$ cat config.mk
export PLATFORM = sky130hd
export DESIGN_NAME = http_header_block_parser
export DESIGN_NICKNAME = d
export VERILOG_FILES = /design/src/rtl/core/hhbp_pkg.sv /design/src/rtl/core/hhbp_fsm.sv /design/src/rtl/core/http_header_block_parser.sv
export SDC_FILE = /design/constraint.sdc
export NUM_CORES = 1
export LEC_CHECK = 0
export BUFFER_PORTS_ARGS = -buffer_cell sky130_fd_sc_hd__buf_2
export CORE_UTILIZATION = 50
export CTS_CLUSTER_SIZE = 8
export DETAILED_ROUTE_END_ITERATION = 10
export PLACE_DENSITY = 0.68
export SETUP_SLACK_MARGIN = 0.05
export SLEW_MARGIN = 20
export SYNTH_ARGS = -nofsm -noshare
export SYNTH_HDL_FRONTEND = slang
export SYNTH_SLANG_ARGS = --single-unit
$ cat constraint.sdc
create_clock -name clk -period 4.3 [get_ports clk]
set_input_delay 0.86 -clock clk [delete_from_list [all_inputs] [get_ports clk]]
set_output_delay 0.86 -clock clk [all_outputs]
set_load 0.1 [all_outputs]
$ cat src/rtl/core/hhbp_pkg.sv
// ----------------------------------------------------------------------------
// hhbp_pkg
// Shared types and constants of the header block parser.
// ----------------------------------------------------------------------------
`default_nettype none

package hhbp_pkg;

	// width of the value offset limit register
	localparam int CFG_BITS = 12;

	// event codes reported per byte
	localparam logic [2:0] EV_PROGRESS = 3'd0;
	localparam logic [2:0] EV_FIELD    = 3'd1;
	localparam logic [2:0] EV_BLOCK    = 3'd2;
	localparam logic [2:0] EV_ERROR    = 3'd3;
	localparam logic [2:0] EV_BODY     = 3'd4;

	// reset value of the value offset limit
	localparam logic [CFG_BITS-1:0] MAX_OFFSET_RST = 12'd255;

	// special characters
	localparam logic [7:0] CH_COLON = 8'h3A;
	localparam logic [7:0] CH_SPACE = 8'h20;
	localparam logic [7:0] CH_CR    = 8'h0D;
	localparam logic [7:0] CH_LF    = 8'h0A;

	// one input beat as held in the input register
	typedef struct packed {
		logic [7:0] data_byte;
		logic       restart;
	} step_t;

endpackage

`default_nettype wire

$ cat src/rtl/core/hhbp_fsm.sv
// ----------------------------------------------------------------------------
// hhbp_fsm
// Parse state machine with key/value counters; one byte per enabled cycle.
// ----------------------------------------------------------------------------
`default_nettype none

module hhbp_fsm #(
	parameter int LENGTH_BITS = 12
) (
	input  wire                            clk,
	input  wire                            arst_n,
	input  wire                            en,
	input  wire hhbp_pkg::step_t           step,
	input  wire [hhbp_pkg::CFG_BITS-1:0]   max_off,
	output logic [2:0]                     ev,
	output logic [LENGTH_BITS-1:0]         klen,
	output logic [LENGTH_BITS-1:0]         vlen
);

	localparam logic [3:0] PH_SKIP   = 4'd0;
	localparam logic [3:0] PH_KEY    = 4'd1;
	localparam logic [3:0] PH_COLON  = 4'd2;
	localparam logic [3:0] PH_SPACE  = 4'd3;
	localparam logic [3:0] PH_VALUE  = 4'd4;
	localparam logic [3:0] PH_CR     = 4'd5;
	localparam logic [3:0] PH_LF     = 4'd6;
	localparam logic [3:0] PH_END_CR = 4'd7;
	localparam logic [3:0] PH_END_LF = 4'd8;

	localparam logic [LENGTH_BITS-1:0] LEN_MAX = {LENGTH_BITS{1'b1}};
	localparam logic [LENGTH_BITS-1:0] LEN_ONE = LENGTH_BITS'(1);
	localparam int CMP_W = (LENGTH_BITS > hhbp_pkg::CFG_BITS) ? LENGTH_BITS
		: hhbp_pkg::CFG_BITS;

	logic [3:0]             phase_q, phase_c, phase_n;
	logic [LENGTH_BITS-1:0] key_q, key_c, key_n;
	logic [LENGTH_BITS-1:0] val_q, val_c, val_n;
	logic                   err_q, err_c, err_n;
	logic                   fail;
	logic                   is_crlf;
	logic                   over_limit;
	logic [7:0]             b;

	assign b       = step.data_byte;
	assign is_crlf = (b == hhbp_pkg::CH_CR) || (b == hhbp_pkg::CH_LF);
	assign over_limit = CMP_W'(val_c) > CMP_W'(max_off);

	always_comb begin
		// restart clears everything before the byte is handled
		phase_c = step.restart ? PH_SKIP : phase_q;
		key_c   = step.restart ? '0 : key_q;
		val_c   = step.restart ? '0 : val_q;
		err_c   = step.restart ? 1'b0 : err_q;

		phase_n = phase_c;
		key_n   = key_c;
		val_n   = val_c;
		err_n   = err_c;
		fail    = 1'b0;
		ev      = hhbp_pkg::EV_PROGRESS;
		klen    = '0;
		vlen    = '0;

		if (err_c) begin
			ev = hhbp_pkg::EV_ERROR;
		end else begin
			unique case (phase_c)
				PH_SKIP: begin
					if (!is_crlf) begin
						key_n   = LEN_ONE;
						phase_n = PH_KEY;
					end
				end
				PH_KEY: begin
					priority if (b == hhbp_pkg::CH_COLON) begin
						if (key_c == '0) fail = 1'b1;
						else phase_n = PH_COLON;
					end else if (is_crlf) begin
						fail = 1'b1;
					end else begin
						key_n = (key_c == LEN_MAX) ? key_c : key_c + LEN_ONE;
					end
				end
				PH_COLON: begin
					if (b == hhbp_pkg::CH_SPACE) phase_n = PH_SPACE;
					else fail = 1'b1;
				end
				PH_SPACE: begin
					priority if (b == hhbp_pkg::CH_CR) begin
						fail = 1'b1;
					end else if (b == hhbp_pkg::CH_LF) begin
						val_n   = '0;
						phase_n = PH_VALUE;
					end else begin
						val_n   = LEN_ONE;
						phase_n = PH_VALUE;
					end
				end
				PH_VALUE: begin
					priority if (b == hhbp_pkg::CH_CR) begin
						if (val_c == '0) fail = 1'b1;
						else phase_n = PH_CR;
					end else if (over_limit) begin
						fail = 1'b1;
					end else begin
						val_n = (val_c == LEN_MAX) ? val_c : val_c + LEN_ONE;
					end
				end
				PH_CR: begin
					if (b == hhbp_pkg::CH_LF) begin
						phase_n = PH_LF;
						ev      = hhbp_pkg::EV_FIELD;
						klen    = key_c;
						vlen    = val_c;
					end else begin
						fail = 1'b1;
					end
				end
				PH_LF: begin
					if (b == hhbp_pkg::CH_CR) begin
						phase_n = PH_END_CR;
					end else begin
						key_n   = LEN_ONE;
						phase_n = PH_KEY;
					end
				end
				PH_END_CR: begin
					if (b == hhbp_pkg::CH_LF) begin
						phase_n = PH_END_LF;
						ev      = hhbp_pkg::EV_BLOCK;
					end else begin
						fail = 1'b1;
					end
				end
				PH_END_LF: ev = hhbp_pkg::EV_BODY;
				default: fail = 1'b1;
			endcase
			if (fail) begin
				err_n = 1'b1;
				ev    = hhbp_pkg::EV_ERROR;
				klen  = '0;
				vlen  = '0;
			end
		end
	end

	always_ff @(posedge clk or negedge arst_n) begin
		if (!arst_n) begin
			phase_q <= PH_SKIP;
			key_q   <= '0;
			val_q   <= '0;
			err_q   <= 1'b0;
		end else if (en) begin
			phase_q <= phase_n;
			key_q   <= key_n;
			val_q   <= val_n;
			err_q   <= err_n;
		end
	end

endmodule

`default_nettype wire

$ cat src/rtl/core/http_header_block_parser.sv
// ----------------------------------------------------------------------------
// http_header_block_parser
// Byte-stream checker for an HTTP header block, one event per byte.
// ----------------------------------------------------------------------------
// Feed the raw header bytes one beat each on the s_ side; every beat yields
// exactly one result beat on the m_ side: progress, field complete (with key
// and value lengths), block complete, error, or body byte once the blank line
// has closed the block. An error sticks until a beat arrives with restart set,
// which also starts a new block with that byte. The block takes one beat per
// clock with no bubbles while m_tready does not stall it; a taken byte passes
// one input register, then the result register, before its result shows on
// the m_ side, and the parse state is the only loop. Once both registers
// hold a beat, backpressure on m_tready stalls the input side in the same
// cycle. cfg_data sets the largest allowed offset of a value byte from the
// first value byte; write it only while the block is idle. Key and value
// lengths saturate at 2^LENGTH_BITS - 1.
// ----------------------------------------------------------------------------
`default_nettype none

module http_header_block_parser #(
	parameter int LENGTH_BITS = 12
) (
	input  wire                                       clk,
	input  wire                                       arst_n,
	// input beats
	input  wire                                       s_tvalid,
	output logic                                      s_tready,
	input  wire  [7:0]                                s_tdata,  // [7:0] data_byte
	input  wire  [0:0]                                s_tuser,  // [0] restart
	// result beats
	output logic                                      m_tvalid,
	input  wire                                       m_tready,
	// from bit 0: key_length, value_length, zero pad to whole bytes
	output logic [((2*LENGTH_BITS+7)/8)*8-1:0]        m_tdata,
	output logic [2:0]                                m_tuser,  // [2:0] event_res
	// value offset limit
	input  wire                                       cfg_valid,
	output logic                                      cfg_ready,
	input  wire  [hhbp_pkg::CFG_BITS-1:0]             cfg_data
);

	localparam int TDATA_W = ((2*LENGTH_BITS+7)/8)*8;

	logic                            valid_s1;
	hhbp_pkg::step_t                 step_s1;
	logic                            valid_s2;
	logic [2:0]                      event_s2;
	logic [LENGTH_BITS-1:0]          klen_s2;
	logic [LENGTH_BITS-1:0]          vlen_s2;
	logic [hhbp_pkg::CFG_BITS-1:0]   max_off_q;

	logic                            advance;
	logic [2:0]                      ev;
	logic [LENGTH_BITS-1:0]          klen;
	logic [LENGTH_BITS-1:0]          vlen;

	// byte in s1 moves on when the result register is free or being drained
	assign advance  = valid_s1 && (!valid_s2 || m_tready);
	assign s_tready = !valid_s1 || advance;
	assign cfg_ready = 1'b1;

	always_ff @(posedge clk or negedge arst_n) begin
		if (!arst_n) begin
			max_off_q <= hhbp_pkg::MAX_OFFSET_RST;
		end else if (cfg_valid && cfg_ready) begin
			max_off_q <= cfg_data;
		end
	end

	// input register
	always_ff @(posedge clk or negedge arst_n) begin
		if (!arst_n) begin
			valid_s1 <= 1'b0;
		end else if (s_tready) begin
			valid_s1 <= s_tvalid;
		end
	end

	always_ff @(posedge clk) begin
		if (s_tvalid && s_tready) begin
			step_s1.data_byte <= s_tdata;
			step_s1.restart   <= s_tuser[0];
		end
	end

	// parse state advances together with the byte leaving s1
	hhbp_fsm #(
		.LENGTH_BITS(LENGTH_BITS)
	) u_fsm (
		.clk     (clk),
		.arst_n  (arst_n),
		.en      (advance),
		.step    (step_s1),
		.max_off (max_off_q),
		.ev      (ev),
		.klen    (klen),
		.vlen    (vlen)
	);

	// result register
	always_ff @(posedge clk or negedge arst_n) begin
		if (!arst_n) begin
			valid_s2 <= 1'b0;
		end else if (!valid_s2 || m_tready) begin
			valid_s2 <= valid_s1;
		end
	end

	always_ff @(posedge clk) begin
		if (advance) begin
			event_s2 <= ev;
			klen_s2  <= klen;
			vlen_s2  <= vlen;
		end
	end

	assign m_tvalid = valid_s2;
	assign m_tuser  = event_s2;
	assign m_tdata  = TDATA_W'({vlen_s2, klen_s2});

endmodule

`default_nettype wire

==> qor.yml, run 1 <==
logic_synthesis:
  ys_seq_elements: 79
  syn_avg_cell_area_um2: 9.049
  yosys_warnings: 0
  synth_cell_types: 64
  synth_edf_count: 36
  syn_area_um2: 4516
  syn_inst: 499
  async_flop_share_pct: 54.43
  syn-num-nets: 539
  synthFlopType: "edfxtp_1"
  yosys.area.top_type_share_pct: 23.94
  yosysTopAreaCell: "edfxtp_1"
  yosysSeqAreaShare_pct: 47.99
  yosys-top-cells-area: "edfxtp_1 24%, dfrtp_1 19%, o21ai_0 5.5%, nand2_1 5.2%, nor2_1 4.7%"
clock_tree:
  cts_made_buffers: 9
  h-tree-depth: 3
  cts_setup_buffers: 0
  clock_latency_ns: 0.35
  cts.repair.resized: 0
  root_buffer: "clkbuf_8"
  cts_buffer_depth: 2
  cts.sinks: 79
  cts.hold.buffers_added: 0
  cts_tree: "yes"
  clk_pin_slew_ns: 0.09
cells_and_area:
  seqCellArea_um2: 2167
  multi_input_area_um2: 2150
  fin_nets: 590
  area_growth_pct: 12.27
  drive_gt1_share_pct: 16.40
  antennaDiodeCount: 0
  n_fill_cell: 759
place:
  routabilityCongestion: 0.9161
  io_buffers: 54
  place_hpwl_mm: 8.375
setup_path:
  crit_arrival_ns: 4.07
  cp-end-kind: "flop"
  cp.required_ns: 4.47
  crit_type: "flop to flop"
  worstSetupStartpointType: "flop"
  cp_max_fo: 24
job:
  cap_violations: 0
grt:
  grtUsageTotal_pct: 25.65
  grt_pass1_vias: 3802
  grt_pass1_wl_mm: 19.24
  grt_antenna_before_repair: 0
  grt_start_max_net_pins: 44
  grt_overflow: 0
timing:
  period_minus_slack_ns: 3.893
  finalCritPeriodShare_pct: 90.54
  maxSlewHeadroom_pct: 48.29
  hold_viol: 0
  finClkSkew_ns: 0.01563
  worstMarginPinSlew_ns: 0.7705
  max_freq_ghz: 0.2569
  report.final.setup_viol: 0
  tns_ns: 0
  slew_violations: 0
  rsz0062_at_grt: "no"
die:
  io_pins: 56
  floorplan.die.width_um: 97.03
  coreArea_um2: 8721
  fp.dieH_um: 97.03
  rows: 34
  die_area_um2: 9415
  start_util_pct: 51.78
drt:
  first_pass_iters: 7
  first_iter_violations: 284
  wl_per_cell_um: 17.36
  drc: 0
  drt-vias-per-instance: 6.083
  ant_nets: 0
  finalWirelength_mm: 11.51
  via_count: 4033
power:
  power.density_nw_per_um2: 401.7
  max-vdd-ir-drop_mv: 0.2734
  p_leak_nw: 2.068
  p_total_mw: 2.037
outcome:
  status: "completed"
hold_path:
  hold_path_class: "input port to async pin"
[kinds of logic (layout without fill, tap and decap cells)]
| family | count (synthesis) | after routing | synth area share [%] |
|---|---|---|---|
| AND/OR/NAND/NOR | 217 | 217 | 24.16 |
| multiplexers | 3 | 3 | 0.6927 |
| other | 1 | 1 | 0.08305 |
| AO/OA/AOI/OAI | 134 | 134 | 18.40 |
| XOR/XNOR | 2 | 2 | 0.3880 |
| adder cells (fa/ha/maj) | 14 | 14 | 3.879 |
| flip-flops | 79 | 79 | 47.99 |
| buffers and inverters | 49 | 105 | 4.405 |
[registers in the layout, summed over array words and instances, names as in the netlist]
| signal | cells |
|---|---|
| m_tuser | 3 |
| u_fsm.val_q | 12 |
| m_tvalid | 1 |
| valid_s1 | 1 |
| u_fsm.key_q | 12 |
| step_s1 | 9 |
| u_fsm.err_q | 1 |
| vlen_s2 | 12 |
| max_off_q | 12 |
| klen_s2 | 12 |
| u_fsm.phase_q | 4 |
[routing by layer]
layer / up-vias / wire length, µm / share of wire (%) / track usage, %
li1: 1923 / - / - / -
met1: 1900 / 5548 / 48 / 38.63
met2: 197 / 4866 / 42 / 38.14
met3: 13 / 971 / 8.4 / 4.263
met4: 0 / 124 / 1.1 / 7.118
met5: - / 0 / 0 / 0
[worst paths after layout]
kind	from	to	slack [ns]	cells past startpoint
worst max register to register	step_s1[0]$_DFFE_PP_	vlen_s2[9]$_SDFFCE_PP0P_	0.41	12
worst min-delay path	arst_n	u_fsm.key_q[9]$_DFFE_PN0P_	0.48	1
min in group clk	valid_s1$_DFFE_PN0N_	m_tvalid$_DFFE_PN0P_	0.50	1
worst max-delay path	step_s1[0]$_DFFE_PP_	vlen_s2[9]$_SDFFCE_PP0P_	0.41	12
worst min register to register	valid_s1$_DFFE_PN0N_	m_tvalid$_DFFE_PN0P_	0.50	1
max in group asynchronous	arst_n	u_fsm.phase_q[1]$_DFFE_PN0P_	3.38	1
[through the flow]
stage | instances | hold WS (ns) | setup WS [ns] | utilization, % | area, µm²
final | 663 | 0.4836 | 0.4068 | 58.13 | 5070
after global placement | 647 | 0.4646 | 0.6939 | 55.78 | 4865
after floorplan | 499 | 0.4572 | 1.144 | - | 4516
after CTS | 663 | 0.5040 | 0.4327 | 58.11 | 5067
after detailed placement | 647 | 0.4873 | 0.4948 | 55.78 | 4865
after global routing | 663 | 0.5327 | 0.09904 | 58.13 | 5070
[area by class of cell]
type / count / area share (%)
multi-input combinational: 371 / 42.40
clock inverter: 7 / 1.555
timing repair buffer: 57 / 5.824
sequential: 79 / 42.74
clock buffer: 9 / 2.443
inverter: 32 / 2.369
tap: 108 / 2.665
[worst max-delay path: stages (launching register included)]
cell and delay, ns:
edfxtp_1 0.51, inv_1 0.24, nand2_1 0.18, inv_1 0.15
ha_1 0.25, nor2b_1 0.13, o21ai_0 0.14, a2111oi_0 0.14
a2111oi_2 0.46, o21ai_1 0.15, a211oi_2 0.37, nand4_2 0.59
nor3b_1 0.40
[cell usage in the layout (no fill, tap or decap), types with 14 or more instances in the layout]
master	n
dfrtp_1	35
buf_2	53
nand2_1	63
edfxtp_1	36
nor2_1	57
o21ai_0	50
a21oi_1	29
nand3_1	20
ha_1	14
inv_1	30
[power breakdown]
part	switching (mW)	internal [mW]
Combinational	0.405	0.141
Sequential	0.0570	0.859
Clock	0.302	0.273
[cell usage after synthesis (8+ instances only)]
library cell  instances
edfxtp_1             36
nand3_1              20
ha_1                 14
o31ai_1               9
dfrtp_1              35
clkbuf_1             14
a31oi_1              11
a21oi_1              29
nor2b_1              11
o21ai_0              50
inv_1                30
dfstp_2               8
nor3_1                8
nor2_1               57
nand2_1              63
Note: power is estimated with default switching activity, not from simulation.
==> run 2, diff against run 1 <==
- CELL_PAD_IN_SITES_DETAIL_PLACEMENT: not set -> 0
- CELL_PAD_IN_SITES_GLOBAL_PLACEMENT: not set -> 2
- CORE_UTILIZATION: 50 -> 36
- PLACE_DENSITY: 0.68 -> 0.78
==> qor.yml, run 2 (same netlist as run 1, synthesis figures left out) <==
outcome:
  status: "completed"
timing:
  period_minus_slack_ns: 3.839
  hold_viol: 0
  rsz0062_at_grt: "no"
  slew_violations: 0
  report.final.setup_viol: 0
  finClkSkew_ns: 0.008893
  maxSlewHeadroom_pct: 51.28
  tns_ns: 0
  max_freq_ghz: 0.2605
  finalCritPeriodShare_pct: 89.27
  worstMarginPinSlew_ns: 0.7259
drt:
  ant_nets: 0
  wl_per_cell_um: 16.84
  first_iter_violations: 405
  finalWirelength_mm: 12.24
  via_count: 3957
  drt-vias-per-instance: 5.443
  first_pass_iters: 7
  drc: 0
hold_path:
  hold_path_class: "flop to flop"
clock_tree:
  h-tree-depth: 3
  root_buffer: "clkbuf_16"
  cts.sinks: 79
  cts_setup_buffers: 0
  clk_pin_slew_ns: 0.07
  clock_latency_ns: 0.34
  cts.hold.buffers_added: 0
  cts_made_buffers: 9
  cts_buffer_depth: 2
  cts.repair.resized: 0
  cts_tree: "yes"
power:
  power.density_nw_per_um2: 426.6
  p_sw_share_pct: 34.61
  p_total_mw: 2.249
  power_frac_comb_pct: 24.6
  seq_power_share_pct: 40.7
  p_leak_nw: 2.136
  clkPwrFrac_pct: 34.6
  internal-power_mw: 1.470
  switchingPower_uw: 778.3
  max-vdd-ir-drop_mv: 0.2277
setup_path:
  worstSetupStartpointType: "flop"
  cp_max_fo: 24
  crit_type: "flop to flop"
  cp-end-kind: "flop"
  slowest_delay_ns: 0.60
  crit_arrival_ns: 3.98
  crit_family: "simple AND/OR/NAND/NOR gates"
  crit_slowest_cell: "nand4_2"
  cp.required_ns: 4.44
  crit_chain: "buf_4 -> nor2b_1 -> ha_1 -> and4_1 -> o311ai_1 -> a2111oi_0 -> a2111oi_2 -> o21ai_1 -> a211oi_2 -> nand4_2 -> nor2_1"
  crit_buf_inv: 1
place:
  place_hpwl_mm: 8.996
  placed_cell_area_um2: 4970
  routabilityCongestion: 0.8595
  io_buffers: 54
die:
  die_area_um2: 12990
  floorplan.die.width_um: 114.0
  io_pins: 56
  start_util_pct: 37.28
  fp.dieH_um: 114.0
  coreArea_um2: 12110
  rows: 40
cells_and_area:
  area_growth_pct: 16.74
  antennaDiodeCount: 0
  fin_nets: 594
  final_cell_mix: "63 x nand2_1, 57 x nor2_1, 54 x buf_2"
  final_cell_area_um2: 5271
  layout_commonest_cell: "nand2_1"
  fin_util_pct: 43.52
  drive_gt1_share_pct: 16.82
grt:
  grt_overflow: 0
  grt_pass1_wl_mm: 20.20
  grt_pass1_vias: 3755
  grtUsageTotal_pct: 20.16
  grt_antenna_before_repair: 0
  grt_start_max_net_pins: 44
job:
  cap_violations: 0
==> run 2: changes by cell type in the layout (fill, tap and decap cells not counted), moves of 2 or more <==
cell       delta
clkbuf_16     +9
clkbuf_8      -8
buf_4         +3
inv_6         -2
==> run 2: stage by stage <==
stage	setup WS (ns)	std cells	hold slack, ns
floorplan	1.144	499	0.4572
global placement	0.5751	711	0.4750
detailed placement	0.5091	711	0.4920
CTS	0.4616	727	0.4978
global route	0.2373	727	0.5261
finish	0.4614	727	0.4958
==> run 2: layout make-up <==
class	count	area (µm²)
clock buffer	11	242.7
clock inverter	5	58.81
fill	1245	6840
inverter	32	120.1
multi-input combinational	371	2150
sequential	79	2167
tap	168	210.2
timing repair buffer	61	322.8
==> run 2: metal layers <==
layer	routed length, µm	share of wire [%]	GRT usage [%]	up-vias
met5	0	0	0	-
met4	109	0.89	4.848	0
met3	776	6.3	3.454	11
met2	5243	43	29.13	148
met1	6115	50	31.03	1875
li1	-	-	-	1923
==> run 2: final timing paths <==
kind | start | endpoint | slack [ns] | depth (start not counted)
min | valid_s1$_DFFE_PN0N_ | m_tvalid$_DFFE_PN0P_ | 0.50 | 1
min in group asynchronous | arst_n | max_off_q[11]$_DFFE_PN0P_ | 0.61 | 2
min reg2reg | valid_s1$_DFFE_PN0N_ | m_tvalid$_DFFE_PN0P_ | 0.50 | 1
max | step_s1[0]$_DFFE_PP_ | vlen_s2[1]$_SDFFCE_PP0P_ | 0.46 | 11
max in group asynchronous | arst_n | u_fsm.val_q[8]$_DFFE_PN0P_ | 3.25 | 2
max reg2reg | step_s1[0]$_DFFE_PP_ | vlen_s2[1]$_SDFFCE_PP0P_ | 0.46 | 11
==> run 2: power groups by stage <==
stage               registers [mW]  logic (mW)  clock network (mW)
floorplan                     1.04       0.295                   0
global placement             0.929       0.550                   0
detailed placement           0.928       0.550                   0
CTS                          0.914       0.552               0.786
global route                 0.926       0.608               0.827
finish                       0.915       0.554               0.779
==> run 2: worst register-to-register path, cell delays in order, from the launching register on <==
cell,delay [ns]
edfxtp_1,0.40
buf_4,0.20
nor2b_1,0.29
ha_1,0.29
and4_1,0.23
o311ai_1,0.12
a2111oi_0,0.14
a2111oi_2,0.44
o21ai_1,0.14
a211oi_2,0.40
nand4_2,0.60
nor2_1,0.40
